File: src/design/fhws_pkg.sv
`timescale 1ns / 1ps
`default_nettype none
// ----------------------------------------------------------------------------
// fhws_pkg - shared types and constants of the frame hop window scheduler
// Field widths, command and status codes, sequencer states, divider request.
// ----------------------------------------------------------------------------
package fhws_pkg;

	// Index width actually used out of the 32-bit index fields
	localparam int INDEX_BITS = 32;
	localparam int IDX_W      = 32;
	localparam int LEN_W      = 16;
	localparam int CNT_W      = 32;

	// Largest representable index, on one extra bit for non-wrapping sums
	localparam logic [IDX_W:0]   IDX_MAX  = (33'd1 << INDEX_BITS) - 33'd1;
	localparam logic [IDX_W-1:0] IDX_MASK = IDX_MAX[IDX_W-1:0];

	// Shared divider: 33-bit dividend, hop-wide divisor, one bit per cycle
	localparam int DIV_W      = IDX_W + 1;
	localparam int DIV_CNT_W  = $clog2(DIV_W);

	// Configuration port
	localparam int APB_ADDR_W = 3;
	localparam int APB_DATA_W = 32;
	localparam int REG_IDX_W  = 1;
	localparam logic [REG_IDX_W-1:0] REG_FRAME = 1'd0;
	localparam logic [REG_IDX_W-1:0] REG_HOP   = 1'd1;

	typedef enum logic [1:0] {
		OP_UPDATE = 2'd0,
		OP_SEEK   = 2'd1,
		OP_POP    = 2'd2,
		OP_RESET  = 2'd3
	} op_t;

	typedef enum logic [1:0] {
		ST_OK         = 2'd0,
		ST_BUSY       = 2'd1,
		ST_ZERO_FRAME = 2'd2,
		ST_REFUSED    = 2'd3
	} status_t;

	typedef enum logic [8:0] {
		S_IDLE  = 9'b000000001,
		S_CMD   = 9'b000000010,
		S_UPD   = 9'b000000100,
		S_RDY   = 9'b000001000,
		S_SKIP  = 9'b000010000,
		S_BLSET = 9'b000100000,
		S_BLW   = 9'b001000000,
		S_PEAK  = 9'b010000000,
		S_OUT   = 9'b100000000
	} seq_state_t;

	typedef struct packed {
		logic             start;
		logic [DIV_W-1:0] dividend;
		logic [LEN_W-1:0] divisor;
	} div_req_t;

	// Cut an index field to the configured index width
	function automatic logic [IDX_W-1:0] mask_idx(input logic [IDX_W-1:0] v);
		return v & IDX_MASK;
	endfunction

endpackage
`default_nettype wire

File: src/design/fhws_cmd_if.sv
`timescale 1ns / 1ps
`default_nettype none
// ----------------------------------------------------------------------------
// fhws_cmd_if - command channel of the frame hop window scheduler
// Valid/ready channel carrying one scheduler command per transfer.
// ----------------------------------------------------------------------------
interface fhws_cmd_if import fhws_pkg::*; ();
	logic             valid;
	logic             ready;
	logic [1:0]       opcode;
	logic [IDX_W-1:0] total_written;
	logic [IDX_W-1:0] oldest_index;
	logic             view_ok;

	modport source (output valid, opcode, total_written, oldest_index, view_ok,
		input ready);
	modport sink (input valid, opcode, total_written, oldest_index, view_ok,
		output ready);
endinterface
`default_nettype wire

File: src/design/fhws_res_if.sv
`timescale 1ns / 1ps
`default_nettype none
// ----------------------------------------------------------------------------
// fhws_res_if - result channel of the frame hop window scheduler
// Valid/ready channel carrying one result per command.
// ----------------------------------------------------------------------------
interface fhws_res_if import fhws_pkg::*; ();
	logic             valid;
	logic             ready;
	logic [1:0]       status;
	logic [IDX_W-1:0] window_start;
	logic [LEN_W-1:0] window_length;
	logic             ready_res;
	logic [CNT_W-1:0] backlog;
	logic [CNT_W-1:0] max_backlog;
	logic             jump;
	logic             clamped;
	logic [IDX_W-1:0] clamp_delta;
	logic [CNT_W-1:0] skipped_hops;
	logic [CNT_W-1:0] clamp_count;
	logic [CNT_W-1:0] pop_count;

	modport source (output valid, status, window_start, window_length, ready_res,
		backlog, max_backlog, jump, clamped, clamp_delta, skipped_hops,
		clamp_count, pop_count, input ready);
	modport sink (input valid, status, window_start, window_length, ready_res,
		backlog, max_backlog, jump, clamped, clamp_delta, skipped_hops,
		clamp_count, pop_count, output ready);
endinterface
`default_nettype wire

File: src/design/frame_hop_window_scheduler_unit.sv
`timescale 1ns / 1ps
`default_nettype none
// ----------------------------------------------------------------------------
// frame_hop_window_scheduler_unit - overlapping frame/hop window scheduler
// Tracks window starts over a ring buffer's absolute sample index.
// ----------------------------------------------------------------------------
// Usage:
//   cmd is a valid/ready channel carrying opcode (update, seek, pop, reset),
//   total_written, oldest_index and view_ok; res returns exactly one result
//   per command. frame_length and hop_length are written over the APB port
//   (byte addresses 0 and 4) while no command is in flight.
//   One command is worked at a time: cmd.ready is high only when idle. A
//   command steps through the sequencer states to res.valid; without a
//   division a reset or a pop that hands out nothing passes the fewest, a
//   seek more and an update or a successful pop the most. The backlog
//   division and, after a clamp, the skipped-hop ceiling division each hold
//   the command until the divider is done. Both divisions share one restoring
//   divider that produces one quotient bit per cycle (33 steps).
//   The result is held on res until transferred; a stalled receiver simply
//   holds the block, and the next command is taken the cycle after.
//   arst_n clears the registers to zero and all scheduler state; the reset
//   opcode clears the scheduler state but keeps the registers.
// ----------------------------------------------------------------------------
module frame_hop_window_scheduler_unit import fhws_pkg::*; (
	input  logic                  clk,
	input  logic                  arst_n,
	fhws_cmd_if.sink              cmd,
	fhws_res_if.source            res,
	input  logic                  psel,
	input  logic                  penable,
	input  logic                  pwrite,
	input  logic [APB_ADDR_W-1:0] paddr,
	input  logic [APB_DATA_W-1:0] pwdata,
	output logic [APB_DATA_W-1:0] prdata,
	output logic                  pready
);

	logic [LEN_W-1:0] frame;
	logic [LEN_W-1:0] hop;
	div_req_t         div_req;
	logic             div_done;
	logic [DIV_W-1:0] div_quo;

	// Configuration registers
	fhws_apb_regs u_regs (
		.clk     (clk),
		.arst_n  (arst_n),
		.psel    (psel),
		.penable (penable),
		.pwrite  (pwrite),
		.paddr   (paddr),
		.pwdata  (pwdata),
		.prdata  (prdata),
		.pready  (pready),
		.frame   (frame),
		.hop     (hop)
	);

	// Shared divider
	fhws_div u_div (
		.clk      (clk),
		.arst_n   (arst_n),
		.req      (div_req),
		.done     (div_done),
		.quotient (div_quo)
	);

	// Command sequencer
	fhws_ctrl u_ctrl (
		.clk      (clk),
		.arst_n   (arst_n),
		.cmd      (cmd),
		.res      (res),
		.frame    (frame),
		.hop      (hop),
		.div_req  (div_req),
		.div_done (div_done),
		.div_quo  (div_quo)
	);

endmodule
`default_nettype wire

File: src/design/fhws_apb_regs.sv
`timescale 1ns / 1ps
`default_nettype none
// ----------------------------------------------------------------------------
// fhws_apb_regs - configuration registers
// APB-style write/read of frame length and hop length.
// ----------------------------------------------------------------------------
module fhws_apb_regs import fhws_pkg::*; (
	input  logic                  clk,
	input  logic                  arst_n,
	input  logic                  psel,
	input  logic                  penable,
	input  logic                  pwrite,
	input  logic [APB_ADDR_W-1:0] paddr,
	input  logic [APB_DATA_W-1:0] pwdata,
	output logic [APB_DATA_W-1:0] prdata,
	output logic                  pready,
	output logic [LEN_W-1:0]      frame,
	output logic [LEN_W-1:0]      hop
);

	logic [REG_IDX_W-1:0] idx;
	logic                 wr_en;

	assign pready = 1'b1;
	assign idx    = paddr[APB_ADDR_W-1:2];
	assign wr_en  = psel & penable & pwrite & pready;

	// Write the selected register on the access cycle
	always_ff @(posedge clk or negedge arst_n) begin
		if (!arst_n) begin
			frame <= '0;
			hop   <= '0;
		end else if (wr_en) begin
			case (idx)
				REG_FRAME: frame <= pwdata[LEN_W-1:0];
				REG_HOP:   hop   <= pwdata[LEN_W-1:0];
				default: ;
			endcase
		end
	end

	// Read back
	always_comb begin
		case (idx)
			REG_FRAME: prdata = APB_DATA_W'(frame);
			REG_HOP:   prdata = APB_DATA_W'(hop);
			default:   prdata = '0;
		endcase
	end

endmodule
`default_nettype wire

File: src/design/fhws_div.sv
`timescale 1ns / 1ps
`default_nettype none
// ----------------------------------------------------------------------------
// fhws_div - shared restoring divider
// One quotient bit per cycle; quotient valid with done.
// ----------------------------------------------------------------------------
module fhws_div import fhws_pkg::*; (
	input  logic             clk,
	input  logic             arst_n,
	input  div_req_t         req,
	output logic             done,
	output logic [DIV_W-1:0] quotient
);

	logic [LEN_W-1:0]     rem_q;
	logic [DIV_W-1:0]     quo_q;
	logic [LEN_W-1:0]     div_q;
	logic [DIV_CNT_W-1:0] cnt_q;
	logic                 busy_q;
	logic                 done_q;
	logic [LEN_W:0]       shifted;
	logic                 fits;

	localparam logic [DIV_CNT_W-1:0] DIV_LAST = DIV_CNT_W'(DIV_W - 1);

	// Trial subtract of the divisor from the shifted partial remainder
	assign shifted = {rem_q, quo_q[DIV_W-1]};
	assign fits    = shifted >= {1'b0, div_q};

	always_ff @(posedge clk or negedge arst_n) begin
		if (!arst_n) begin
			rem_q  <= '0;
			quo_q  <= '0;
			div_q  <= '0;
			cnt_q  <= '0;
			busy_q <= 1'b0;
			done_q <= 1'b0;
		end else begin
			done_q <= 1'b0;
			if (req.start) begin
				rem_q  <= '0;
				quo_q  <= req.dividend;
				div_q  <= req.divisor;
				cnt_q  <= DIV_LAST;
				busy_q <= 1'b1;
			end else if (busy_q) begin
				rem_q <= fits ? LEN_W'(shifted - {1'b0, div_q}) : shifted[LEN_W-1:0];
				quo_q <= {quo_q[DIV_W-2:0], fits};
				cnt_q <= cnt_q - 1'b1;
				if (cnt_q == '0) begin
					busy_q <= 1'b0;
					done_q <= 1'b1;
				end
			end
		end
	end

	assign done     = done_q;
	assign quotient = quo_q;

endmodule
`default_nettype wire

File: src/design/fhws_ctrl.sv
`timescale 1ns / 1ps
`default_nettype none
// ----------------------------------------------------------------------------
// fhws_ctrl - command sequencer and scheduler state
// Steps one command through clamp, readiness, skip and backlog divisions and
// peak tracking, then holds the result until it is taken.
// ----------------------------------------------------------------------------
module fhws_ctrl import fhws_pkg::*; (
	input  logic              clk,
	input  logic              arst_n,
	fhws_cmd_if.sink          cmd,
	fhws_res_if.source        res,
	input  logic [LEN_W-1:0]  frame,
	input  logic [LEN_W-1:0]  hop,
	output div_req_t          div_req,
	input  logic              div_done,
	input  logic [DIV_W-1:0]  div_quo
);

	seq_state_t       state_q;

	// Scheduler state
	logic [IDX_W-1:0] ns_q;
	logic [IDX_W-1:0] ws_q;
	logic             rdy_q;
	logic [IDX_W-1:0] lps_q;
	logic [CNT_W-1:0] pops_q;
	logic [CNT_W-1:0] clamps_q;
	logic [CNT_W-1:0] peak_q;

	// Latched command
	op_t              op_q;
	logic [IDX_W-1:0] tot_q;
	logic [IDX_W-1:0] old_q;
	logic             vok_q;

	// Result under construction
	status_t          status_q;
	logic [LEN_W-1:0] wlen_q;
	logic             jump_q;
	logic             clamped_q;
	logic [IDX_W-1:0] delta_q;
	logic [CNT_W-1:0] skip_q;
	logic [CNT_W-1:0] bl_q;
	logic [IDX_W-1:0] pstart_q;
	logic             popped_q;
	logic             note_q;
	logic             seek_q;

	logic [IDX_W:0]   end_c;
	logic             fit_c;
	logic             bl_go_c;
	logic [IDX_W-1:0] seek_base_c;
	logic [IDX_W-1:0] seek_start_c;
	logic [IDX_W:0]   adv_c;
	logic [IDX_W-1:0] adv_sat_c;
	logic             jump_c;
	logic             rdy_eff_c;
	logic             hop_nz;
	logic             frame_nz;

	assign hop_nz   = hop != '0;
	assign frame_nz = frame != '0;

	// Window end and readiness against the stored snapshot
	assign end_c   = {1'b0, ns_q} + (IDX_W + 1)'(frame);
	assign fit_c   = frame_nz && (end_c <= {1'b0, ws_q});
	assign bl_go_c = frame_nz && hop_nz && (end_c <= {1'b0, ws_q});

	// Seek target: newest complete window, not behind the oldest sample
	assign seek_base_c  = (tot_q > IDX_W'(frame)) ? tot_q - IDX_W'(frame) : '0;
	assign seek_start_c = (seek_base_c < old_q) ? old_q : seek_base_c;

	// Pop advance with saturation, and hop jump detection
	assign adv_c     = {1'b0, ns_q} + (IDX_W + 1)'(hop);
	assign adv_sat_c = (adv_c > IDX_MAX) ? IDX_MAX[IDX_W-1:0] : adv_c[IDX_W-1:0];
	assign jump_c    = (pops_q != '0) && hop_nz &&
		({1'b0, ns_q} != ({1'b0, lps_q} + (IDX_W + 1)'(hop)));
	assign rdy_eff_c = rdy_q | fit_c;

	// Divider requests: ceiling skip count, then backlog quotient
	always_comb begin
		div_req.divisor = hop;
		if (state_q == S_RDY) begin
			div_req.start    = clamped_q && hop_nz;
			div_req.dividend = DIV_W'(delta_q) + DIV_W'(hop) - DIV_W'(1);
		end else begin
			div_req.start    = (state_q == S_BLSET) && bl_go_c;
			div_req.dividend = DIV_W'(ws_q - end_c[IDX_W-1:0]);
		end
	end

	// Sequencer
	always_ff @(posedge clk or negedge arst_n) begin
		if (!arst_n) begin
			state_q   <= S_IDLE;
			ns_q      <= '0;
			ws_q      <= '0;
			rdy_q     <= 1'b0;
			lps_q     <= '0;
			pops_q    <= '0;
			clamps_q  <= '0;
			peak_q    <= '0;
			op_q      <= OP_UPDATE;
			tot_q     <= '0;
			old_q     <= '0;
			vok_q     <= 1'b0;
			status_q  <= ST_OK;
			wlen_q    <= '0;
			jump_q    <= 1'b0;
			clamped_q <= 1'b0;
			delta_q   <= '0;
			skip_q    <= '0;
			bl_q      <= '0;
			pstart_q  <= '0;
			popped_q  <= 1'b0;
			note_q    <= 1'b0;
			seek_q    <= 1'b0;
		end else begin
			case (state_q)
				S_IDLE: begin
					if (cmd.valid) begin
						op_q      <= op_t'(cmd.opcode);
						tot_q     <= mask_idx(cmd.total_written);
						old_q     <= mask_idx(cmd.oldest_index);
						vok_q     <= cmd.view_ok;
						status_q  <= ST_OK;
						wlen_q    <= '0;
						jump_q    <= 1'b0;
						clamped_q <= 1'b0;
						delta_q   <= '0;
						skip_q    <= '0;
						popped_q  <= 1'b0;
						note_q    <= 1'b0;
						seek_q    <= 1'b0;
						state_q   <= S_CMD;
					end
				end
				S_CMD: begin
					case (op_q)
						OP_UPDATE: begin
							note_q  <= 1'b1;
							state_q <= S_UPD;
						end
						OP_SEEK: begin
							ws_q    <= tot_q;
							ns_q    <= frame_nz ? seek_start_c : old_q;
							note_q  <= 1'b1;
							seek_q  <= 1'b1;
							state_q <= S_RDY;
						end
						OP_RESET: begin
							ns_q     <= '0;
							ws_q     <= '0;
							rdy_q    <= 1'b0;
							lps_q    <= '0;
							pops_q   <= '0;
							clamps_q <= '0;
							peak_q   <= '0;
							state_q  <= S_BLSET;
						end
						OP_POP: begin
							if (!frame_nz) begin
								status_q <= ST_ZERO_FRAME;
								state_q  <= S_BLSET;
							end else if (!rdy_eff_c) begin
								status_q <= ST_BUSY;
								state_q  <= S_BLSET;
							end else if (!vok_q) begin
								rdy_q    <= 1'b1;
								status_q <= ST_REFUSED;
								state_q  <= S_BLSET;
							end else begin
								// Hand out the window and advance one hop
								pstart_q <= ns_q;
								popped_q <= 1'b1;
								wlen_q   <= frame;
								jump_q   <= jump_c;
								pops_q   <= pops_q + 1'b1;
								lps_q    <= ns_q;
								ns_q     <= adv_sat_c;
								rdy_q    <= 1'b0;
								note_q   <= 1'b1;
								state_q  <= S_UPD;
							end
						end
						default: state_q <= S_IDLE;
					endcase
				end
				S_UPD: begin
					// Clamp a start that fell behind the oldest held sample
					ws_q <= tot_q;
					if (ns_q < old_q) begin
						clamps_q  <= clamps_q + 1'b1;
						clamped_q <= 1'b1;
						delta_q   <= old_q - ns_q;
						ns_q      <= old_q;
					end
					state_q <= S_RDY;
				end
				S_RDY: begin
					if (seek_q) begin
						rdy_q <= fit_c;
					end else if (fit_c) begin
						rdy_q <= 1'b1;
					end
					state_q <= (clamped_q && hop_nz) ? S_SKIP : S_BLSET;
				end
				S_SKIP: begin
					if (div_done) begin
						skip_q  <= div_quo[CNT_W-1:0];
						state_q <= S_BLSET;
					end
				end
				S_BLSET: begin
					if (bl_go_c) begin
						state_q <= S_BLW;
					end else begin
						bl_q    <= '0;
						state_q <= S_PEAK;
					end
				end
				S_BLW: begin
					if (div_done) begin
						bl_q    <= div_quo[CNT_W-1:0] + 1'b1;
						state_q <= S_PEAK;
					end
				end
				S_PEAK: begin
					if (note_q && (bl_q > peak_q)) begin
						peak_q <= bl_q;
					end
					state_q <= S_OUT;
				end
				S_OUT: begin
					if (res.ready) begin
						state_q <= S_IDLE;
					end
				end
				default: state_q <= S_IDLE;
			endcase
		end
	end

	// Channel handshakes and result fields
	assign cmd.ready         = state_q == S_IDLE;
	assign res.valid         = state_q == S_OUT;
	assign res.status        = status_q;
	assign res.window_start  = popped_q ? pstart_q : ns_q;
	assign res.window_length = wlen_q;
	assign res.ready_res     = rdy_q;
	assign res.backlog       = bl_q;
	assign res.max_backlog   = peak_q;
	assign res.jump          = jump_q;
	assign res.clamped       = clamped_q;
	assign res.clamp_delta   = delta_q;
	assign res.skipped_hops  = skip_q;
	assign res.clamp_count   = clamps_q;
	assign res.pop_count     = pops_q;

endmodule
`default_nettype wire

File: src/flat_wrapper.sv
// flat-port wrapper written by rule: the top's interface ports become plain ports
module frame_hop_window_scheduler_unit_flat import fhws_pkg::*;
  (clk, arst_n, psel, penable, pwrite, paddr, pwdata, prdata, pready, cmd_valid, cmd_opcode, cmd_total_written, cmd_oldest_index, cmd_view_ok, cmd_ready, res_valid, res_status, res_window_start, res_window_length, res_ready_res, res_backlog, res_max_backlog, res_jump, res_clamped, res_clamp_delta, res_skipped_hops, res_clamp_count, res_pop_count, res_ready);
  fhws_cmd_if cmd_i ();
  fhws_res_if res_i ();
  input  logic clk;
  input  logic arst_n;
  input  logic psel;
  input  logic penable;
  input  logic pwrite;
  input  logic [APB_ADDR_W-1:0] paddr;
  input  logic [APB_DATA_W-1:0] pwdata;
  output logic [APB_DATA_W-1:0] prdata;
  output logic pready;
  input wire logic [$bits(cmd_i.valid)-1:0] cmd_valid;
  input wire logic [$bits(cmd_i.opcode)-1:0] cmd_opcode;
  input wire logic [$bits(cmd_i.total_written)-1:0] cmd_total_written;
  input wire logic [$bits(cmd_i.oldest_index)-1:0] cmd_oldest_index;
  input wire logic [$bits(cmd_i.view_ok)-1:0] cmd_view_ok;
  output wire logic [$bits(cmd_i.ready)-1:0] cmd_ready;
  output wire logic [$bits(res_i.valid)-1:0] res_valid;
  output wire logic [$bits(res_i.status)-1:0] res_status;
  output wire logic [$bits(res_i.window_start)-1:0] res_window_start;
  output wire logic [$bits(res_i.window_length)-1:0] res_window_length;
  output wire logic [$bits(res_i.ready_res)-1:0] res_ready_res;
  output wire logic [$bits(res_i.backlog)-1:0] res_backlog;
  output wire logic [$bits(res_i.max_backlog)-1:0] res_max_backlog;
  output wire logic [$bits(res_i.jump)-1:0] res_jump;
  output wire logic [$bits(res_i.clamped)-1:0] res_clamped;
  output wire logic [$bits(res_i.clamp_delta)-1:0] res_clamp_delta;
  output wire logic [$bits(res_i.skipped_hops)-1:0] res_skipped_hops;
  output wire logic [$bits(res_i.clamp_count)-1:0] res_clamp_count;
  output wire logic [$bits(res_i.pop_count)-1:0] res_pop_count;
  input wire logic [$bits(res_i.ready)-1:0] res_ready;
  assign cmd_i.valid = cmd_valid;
  assign cmd_i.opcode = cmd_opcode;
  assign cmd_i.total_written = cmd_total_written;
  assign cmd_i.oldest_index = cmd_oldest_index;
  assign cmd_i.view_ok = cmd_view_ok;
  assign cmd_ready = cmd_i.ready;
  assign res_valid = res_i.valid;
  assign res_status = res_i.status;
  assign res_window_start = res_i.window_start;
  assign res_window_length = res_i.window_length;
  assign res_ready_res = res_i.ready_res;
  assign res_backlog = res_i.backlog;
  assign res_max_backlog = res_i.max_backlog;
  assign res_jump = res_i.jump;
  assign res_clamped = res_i.clamped;
  assign res_clamp_delta = res_i.clamp_delta;
  assign res_skipped_hops = res_i.skipped_hops;
  assign res_clamp_count = res_i.clamp_count;
  assign res_pop_count = res_i.pop_count;
  assign res_i.ready = res_ready;
  frame_hop_window_scheduler_unit u_core (.clk(clk), .arst_n(arst_n), .cmd(cmd_i), .res(res_i), .psel(psel), .penable(penable), .pwrite(pwrite), .paddr(paddr), .pwdata(pwdata), .prdata(prdata), .pready(pready));
endmodule
File: config.mk
export PLATFORM = sky130hd
export DESIGN_NAME = frame_hop_window_scheduler_unit_flat
export DESIGN_NICKNAME = d
export VERILOG_FILES = /design/src/design/fhws_pkg.sv /design/src/design/fhws_cmd_if.sv /design/src/design/fhws_res_if.sv /design/src/design/frame_hop_window_scheduler_unit.sv /design/src/design/fhws_apb_regs.sv /design/src/design/fhws_div.sv /design/src/design/fhws_ctrl.sv /design/src/flat_wrapper.sv
export SDC_FILE = /design/constraint.sdc
export NUM_CORES = 2
export LEC_CHECK = 0
export BUFFER_PORTS_ARGS = -buffer_cell sky130_fd_sc_hd__buf_2
export CORE_MARGIN = 8
export CORE_UTILIZATION = 55
export CTS_CLUSTER_DIAMETER = 120
export DETAILED_ROUTE_END_ITERATION = 12
export PLACE_DENSITY_LB_ADDON = 0.3
export SETUP_SLACK_MARGIN = 0.05
export SYNTH_ARGS = -nofsm -noshare
export SYNTH_HDL_FRONTEND = slang
export SYNTH_SLANG_ARGS = --single-unit
File: constraint.sdc
create_clock -name clk -period 5.3 [get_ports clk]
set_input_delay 0.795 -clock clk [delete_from_list [all_inputs] [get_ports clk]]
set_output_delay 0.795 -clock clk [all_outputs]
set_load 0.02 [all_outputs]
Word level (Yosys, flattened, before mapping)
Index checks and enable logic that the tools add are counted.
{ "totals": {"register_bits": 525, "inputBits": 109, "out_inout_bits": 280, "elab_cells": 230} }
{ "classes": {"add_sub_neg": 13, "n_lt_le_gt_ge": 7, "n_eq_ne": 38, "n_mux": 96, "bitwise_logic": 4, "reduce_logical": 41} }
{ "ops": {"columns": ["cell", "count"], "rows": [
  ["32-bit two-way mux", 23],
  ["32-bit case mux with 2 select lines", 11],
  ["32-bit by 16-bit adder with 33-bit output", 4],
  ["16-bit two-way mux", 8],
  ["32-bit by 1-bit adder with 32-bit output, second input constant", 3],
  ["32-bit case mux with 3 select lines", 1],
  ["9-bit case mux with 9 select lines", 1],
  ["33-bit two-way mux", 2],
  ["32-bit < comparator", 2],
  ["6-bit two-way mux", 6],
  ["9-bit two-way mux", 4],
  ["9-bit case mux with 4 select lines", 1],
  ["34-bit two-way mux", 1],
  ["33-bit by 32-bit greater-than comparator with 1-bit output, second input constant", 1],
  ["33-bit by 32-bit <= comparator with 1-bit output", 1],
  ["32-bit by 33-bit != test with 1-bit output", 1],
  ["32-bit by 32-bit subtractor with 33-bit output", 1],
  ["33-bit by 1-bit subtractor with 33-bit output, second input constant", 1],
  ["32-bit by 16-bit greater-than comparator with 1-bit output", 1],
  ["32-bit greater-than comparator", 1],
  ["16-bit case mux with 2 select lines", 1],
  ["16-bit nonzero test", 2],
  ["32-bit nonzero test", 1],
  ["32-bit by 16-bit subtractor with 32-bit output", 1],
  ["other kinds (40)", 120]
]} }

Logic depth before layout (Yosys ltp)
{ "depth": {"ltp_word": 8, "mapped_depth": 28, "depth_no_buf": 24} }

Modules after synthesis
Synthesis repeated with hierarchy kept, for this count alone.
{ "hier_totals": {"cells_unflattened": 4379, "area_unflattened_um2": 36965.5} }
{ "by_module_without_submodules": {"columns": ["mod", "n_inst", "cells_each", "area_each_um2", "seq_area_each_um2"], "rows": [
  ["fhws_ctrl", 1, 3829, 31222.4, 10511.3],
  ["fhws_div", 1, 445, 4145.2, 1826.8],
  ["fhws_apb_regs", 1, 105, 1597.8, 800.8]
]} }

Worst setup path after synthesis
Ideal clock, no wire load.
{ "synth_path": {"kind": "flip-flop to flip-flop", "startpoint": "register u_core.u_ctrl.tot_q[0]", "endpoint": "register u_core.u_ctrl.ns_q[13]", "setup_time_ps": 138, "arrival_ps": 5360, "setup_slack_ps": -198, "stages_incl_launch_ff": 28, "n_path_buf": 6, "path_cell_list": "dfrtp_1 inv_1 ha_1 inv_1 fa_1 a21o_1 a21o_1 a221o_1 nand3_1 and3_1 clkbuf_1 o21a_1 buf_2 buf_1 clkbuf_1 nor2_1 ha_1 nand4_1 or3_1 nor3_1 o2111ai_1 a31oi_1 o21a_1 buf_6 o21ai_2 buf_4 a2111oi_0 a21oi_1"} }
{ "synth_via": {"elab_chain_cells": 7, "elab_cells_between_ends": 8, "classes_between": "add/sub: 1; order compare: 2; mux: 5"} }
{ "synth_lines": {"columns": ["item", "line", "rtl"], "rows": [
  ["start, declared", "fhws_ctrl.sv:33", "logic [IDX_W-1:0] tot_q;"],
  ["start signal, assigned", "fhws_ctrl.sv:124", "tot_q <= mask_idx(cmd.total_written);"],
  ["32-bit by 16-bit subtractor with 32-bit output / 32-bit by 16-bit greater-than comparator with 1-bit output (equally long branches)", "fhws_ctrl.sv:71", "assign seek_base_c = (tot_q > IDX_W'(frame)) ? tot_q - IDX_W'(frame) : '0;"],
  ["32-bit two-way mux *", "fhws_ctrl.sv:71", null],
  ["32-bit < comparator", "fhws_ctrl.sv:72", "assign seek_start_c = (seek_base_c < old_q) ? old_q : seek_base_c;"],
  ["32-bit two-way mux *", "fhws_ctrl.sv:72", null],
  ["32-bit two-way mux *", "fhws_ctrl.sv:147", "ns_q <= frame_nz ? seek_start_c : old_q;"],
  ["32-bit case mux with 3 select lines *", "fhws_ctrl.sv:140", "case (op_q)"],
  ["32-bit case mux with 2 select lines *", "fhws_ctrl.sv:120", "case (state_q)"],
  ["end signal, assigned", "fhws_ctrl.sv:147", null],
  ["end signal, assigned", "fhws_ctrl.sv:181", "ns_q <= adv_sat_c;"],
  ["end signal, assigned", "fhws_ctrl.sv:197", "ns_q <= old_q;"],
  ["end, declared", "fhws_ctrl.sv:23", "logic [IDX_W-1:0] ns_q;"]
]} }
Mark *: on every way between the ends. The rest lies on a longest branch, timed or not.
A chain may end at the register's enable or synchronous reset.

Worst setup path after layout
{ "layout_path": {"startpoint": "register u_core.u_ctrl.tot_q[0]", "endpoint": "register u_core.u_ctrl.ns_q[22]"} }
Same word-level chain as after synthesis.

==> results.cfg <==
[status]
status = finished, violations left
violations = negative setup slack

[sta]
rsz0062_at_grt = yes
worst_slack_ns = -0.2802
finalSetupViolCount = 161
worstMarginPinSlew_ns = 1.087
tns_ns = -17.91
clock_skew_ns = 0.03072
final-max-slew-violation-count = 0
fmax_mhz = 179.2
maxSlewHeadroom = 0.2730
fin_crit_ns = 5.580
final_hold_viol_count = 0
finalHoldWorstSlack_ns = 0.06639
fin_crit_sh = 1.053

[synthesis]
yosysWarnings = 0
ys_ff_latch = 525
synth_cell_types = 103
avgSynthCellArea_um2 = 8.624
synth-async-reset-ratio = 1.000
syn_area_mm2 = 0.03679
synth-edff-count = 0
ys.flop_type = dfrtp_1
synth_cells = 4266
ys_seq_area_frac = 0.3571

[placement]
post-place-cells = 5609
hpwl_um = 97600
gp_congestion = 1.042
placed_area_mm2 = 0.04139
port-buffer-count = 353

[clocking]
numCtsBuffers = 59
cts.sinks = 525
worstSkewPairLatency_ns = 0.65
htreeDepth = 2
cts_tree = built
clockBufferDepth = 3
clkTransAtPathRegs_ns = 0.06
root_buffer = clkbuf_16

[worst_setup_path]
path_max_fanout = 5
critPathKind = register to register
crit_path_end_kind = register
cp_slowest_cell = dfrtp_1
worstSetupStartpointType = register
cp.required_ns = 5.85
crit_arrival_ns = 6.13
cpMostUsedCell = buf_4
slowest_delay_ns = 0.40

[drt]
drtAntennaViolNets = 0
first_iter_violations = 3687
viasPerCell = 6.162
drtPass1Iterations = 6
drc = 0
wire_per_inst_um = 23.22
totalWireLength_um = 135000
num_vias = 35833

[power_and_ir_drop]
pwr_density_cell_mw_per_mm2 = 670.4
clockPowerShare = 0.141
p_sw_w = 0.01527
pwr-share-comb = 0.659
seqPwrFrac = 0.200
power.internal_w = 0.01609
p_leak_nw = 22.61
p_sw_frac = 0.4868
peakVddDrop_mv = 0.3874

[cells_and_area]
register_area_mm2 = 0.01314
fillers = 5108
drive_gt1_frac = 0.2623
syn_to_final_growth_pct = 27.15
multi_input_area_mm2 = 0.02336
layout.nets = 5298
finalNonFillerCells = 5815
postLayoutCellArea_mm2 = 0.04678

[min_path]
holdCritPathClass = input port to async pin

[floorplanning]
rows = 95
initial_utilization = 0.5517
chipWidth_um = 274.6
ios = 389
die_y_um = 274.6
core_area_mm2 = 0.06668
die_area_mm2 = 0.07542

[grt]
grt_max_degree = 133
grt_pass1_wl_um = 191200
grt_pass1_vias = 33094
antenna_found_initial = 6
grt_usage = 0.3226
grt_remaining_overflow = 0

[run]
max_cap_violations = 0
[critical path: cells and delay by family (launching register included)]
kind / cells / cell delay [ns]
simple gates: 7 / 1.31
buf+inv: 6 / 0.73
xor+xnor: 1 / 0.19
flops: 1 / 0.40
fa+ha+maj: 3 / 0.77
compound gates: 10 / 2.06
[per-stage QoR]
stage	utilization	total power (W)	setup WS, ns
global route	0.7015	0.03320	-0.5227
detailed placement	0.6208	0.02444	-0.5076
finish	0.7015	0.03136	-0.2802
CTS	0.6634	0.02965	-0.1424
floorplan	-	0.01798	0.06698
global placement	0.6208	0.02417	-0.4491
[power groups by stage]
stage | clock network (W) | logic, W | registers, W
global placement | 0 | 0.0180 | 0.00615
floorplan | 0 | 0.0121 | 0.00585
CTS | 0.00443 | 0.0191 | 0.00614
detailed placement | 0 | 0.0183 | 0.00618
global route | 0.00459 | 0.0223 | 0.00635
finish | 0.00441 | 0.0207 | 0.00629
[cell type report]
| class | count | area share |
|---|---|---|
| multi-input cells | 3215 | 0.4995 |
| inverters | 338 | 0.02718 |
| repair buffers | 750 | 0.1247 |
| diodes | 4 | 0.0002140 |
| flip-flops and latches | 525 | 0.2809 |
| clock buffers | 74 | 0.03450 |
| clock inverters | 36 | 0.009709 |
| well taps | 873 | 0.02335 |
[Yosys cell counts (40+ instances only)]
master    instances  share of area
dfrtp_1         524           0.36
nand2_1         518          0.053
o21ai_0         347          0.047
inv_1           333          0.034
ha_1            292          0.099
nor2_1          271          0.028
a21oi_1         264          0.036
xnor2_1         170          0.040
nand3_1         126          0.017
clkbuf_1        120          0.012
a21o_1          105          0.021
a22o_1           95          0.023
xor2_1           94          0.022
nor3_1           73         0.0099
mux2_2           67          0.021
a211oi_1         56          0.011
mux2i_1          46          0.013
nand4_1          45         0.0077
or3_1            41         0.0070
buf_2            40         0.0054
[cells by family after synthesis]
family,count (synthesis),synth area share
other,2,0.0002041
and+or+nand+nor,1322,0.1714
DFF,525,0.3571
xor gates and xnor gates,264,0.06285
muxes,114,0.03363
buffers and inverters,542,0.06043
AOI/OAI and AO/OA,1197,0.2107
adders and majority gates,300,0.1037
[placed cells by master (no fill, tap or decap), types with 35 or more instances in the layout]
cell type  netlist  final
o21ai_2          4     69
nor3_1          73     63
o21a_1          38     36
a21oi_2          0     35
buf_4           27    292
a21oi_1        264    227
nand3_1        126    114
buf_6            5     40
inv_1          333    329
buf_2           40    352
clkbuf_16        0     87
o21ai_0        347    232
a22o_1          95     95
nor2_1         271    263
xor2_1          94     94
mux2i_1         46     46
xnor2_1        170    158
a21o_1         105    103
a31oi_1         38     37
mux2_2          67     67
nor4_1          39     37
ha_1           292    284
nand4_1         45     45
o21ai_1         13     56
nand2_1        518    465
dfrtp_1        524    523
[layer usage]
layer,global-route usage,routed length (um)
met1,0.4370,54100
met2,0.5108,61290
met3,0.05622,11530
met4,0.1306,8126
met5,0,13
[registers in the layout (all words and copies together) (netlist names), 32 cells and up]
signal	flops
u_core.u_ctrl.pstart_q	32
u_core.u_ctrl.res.pop_count	32
u_core.u_ctrl.ws_q	32
u_core.u_ctrl.tot_q	32
u_core.u_ctrl.old_q	32
u_core.u_ctrl.res.backlog	32
u_core.u_div.quotient	33
u_core.u_ctrl.ns_q	32
u_core.u_ctrl.res.clamp_count	32
u_core.u_ctrl.lps_q	32
u_core.u_ctrl.res.max_backlog	32
u_core.u_ctrl.res.skipped_hops	32
u_core.u_ctrl.res.clamp_delta	32
[timing repair]
action / 4_1_cts / 5_1_grt
pin swaps: 57 / 122
gates cloned: 0 / 39
resized for setup: 110 / 454
setup buffers: 28 / 28
endpoints found under the setup margin: 253 / 250
hold buffers: 0 / 0
[path summary, 6_finish.rpt]
check | start | end | slack (ns) | cells after the start
max | u_core.u_ctrl.tot_q[0]$_DFFE_PN0P_ | u_core.u_ctrl.ns_q[22]$_DFFE_PN0P_ | -0.28 | 27
min | arst_n | u_core.u_div.rem_q[8]$_DFFE_PN0P_ | 0.07 | 1
max reg2reg | u_core.u_ctrl.tot_q[0]$_DFFE_PN0P_ | u_core.u_ctrl.ns_q[22]$_DFFE_PN0P_ | -0.28 | 27
min reg2reg | u_core.u_ctrl.pstart_q[29]$_DFFE_PN0P_ | u_core.u_ctrl.pstart_q[29]$_DFFE_PN0P_ | 0.48 | 2
max in group asynchronous | arst_n | u_core.u_ctrl.res.pop_count[3]$_DFFE_PN0P_ | 4.08 | 2
min in group clk | cmd_oldest_index[5] | u_core.u_ctrl.old_q[5]$_DFFE_PN0P_ | 0.35 | 3
Power figures use the tool's default switching activity.
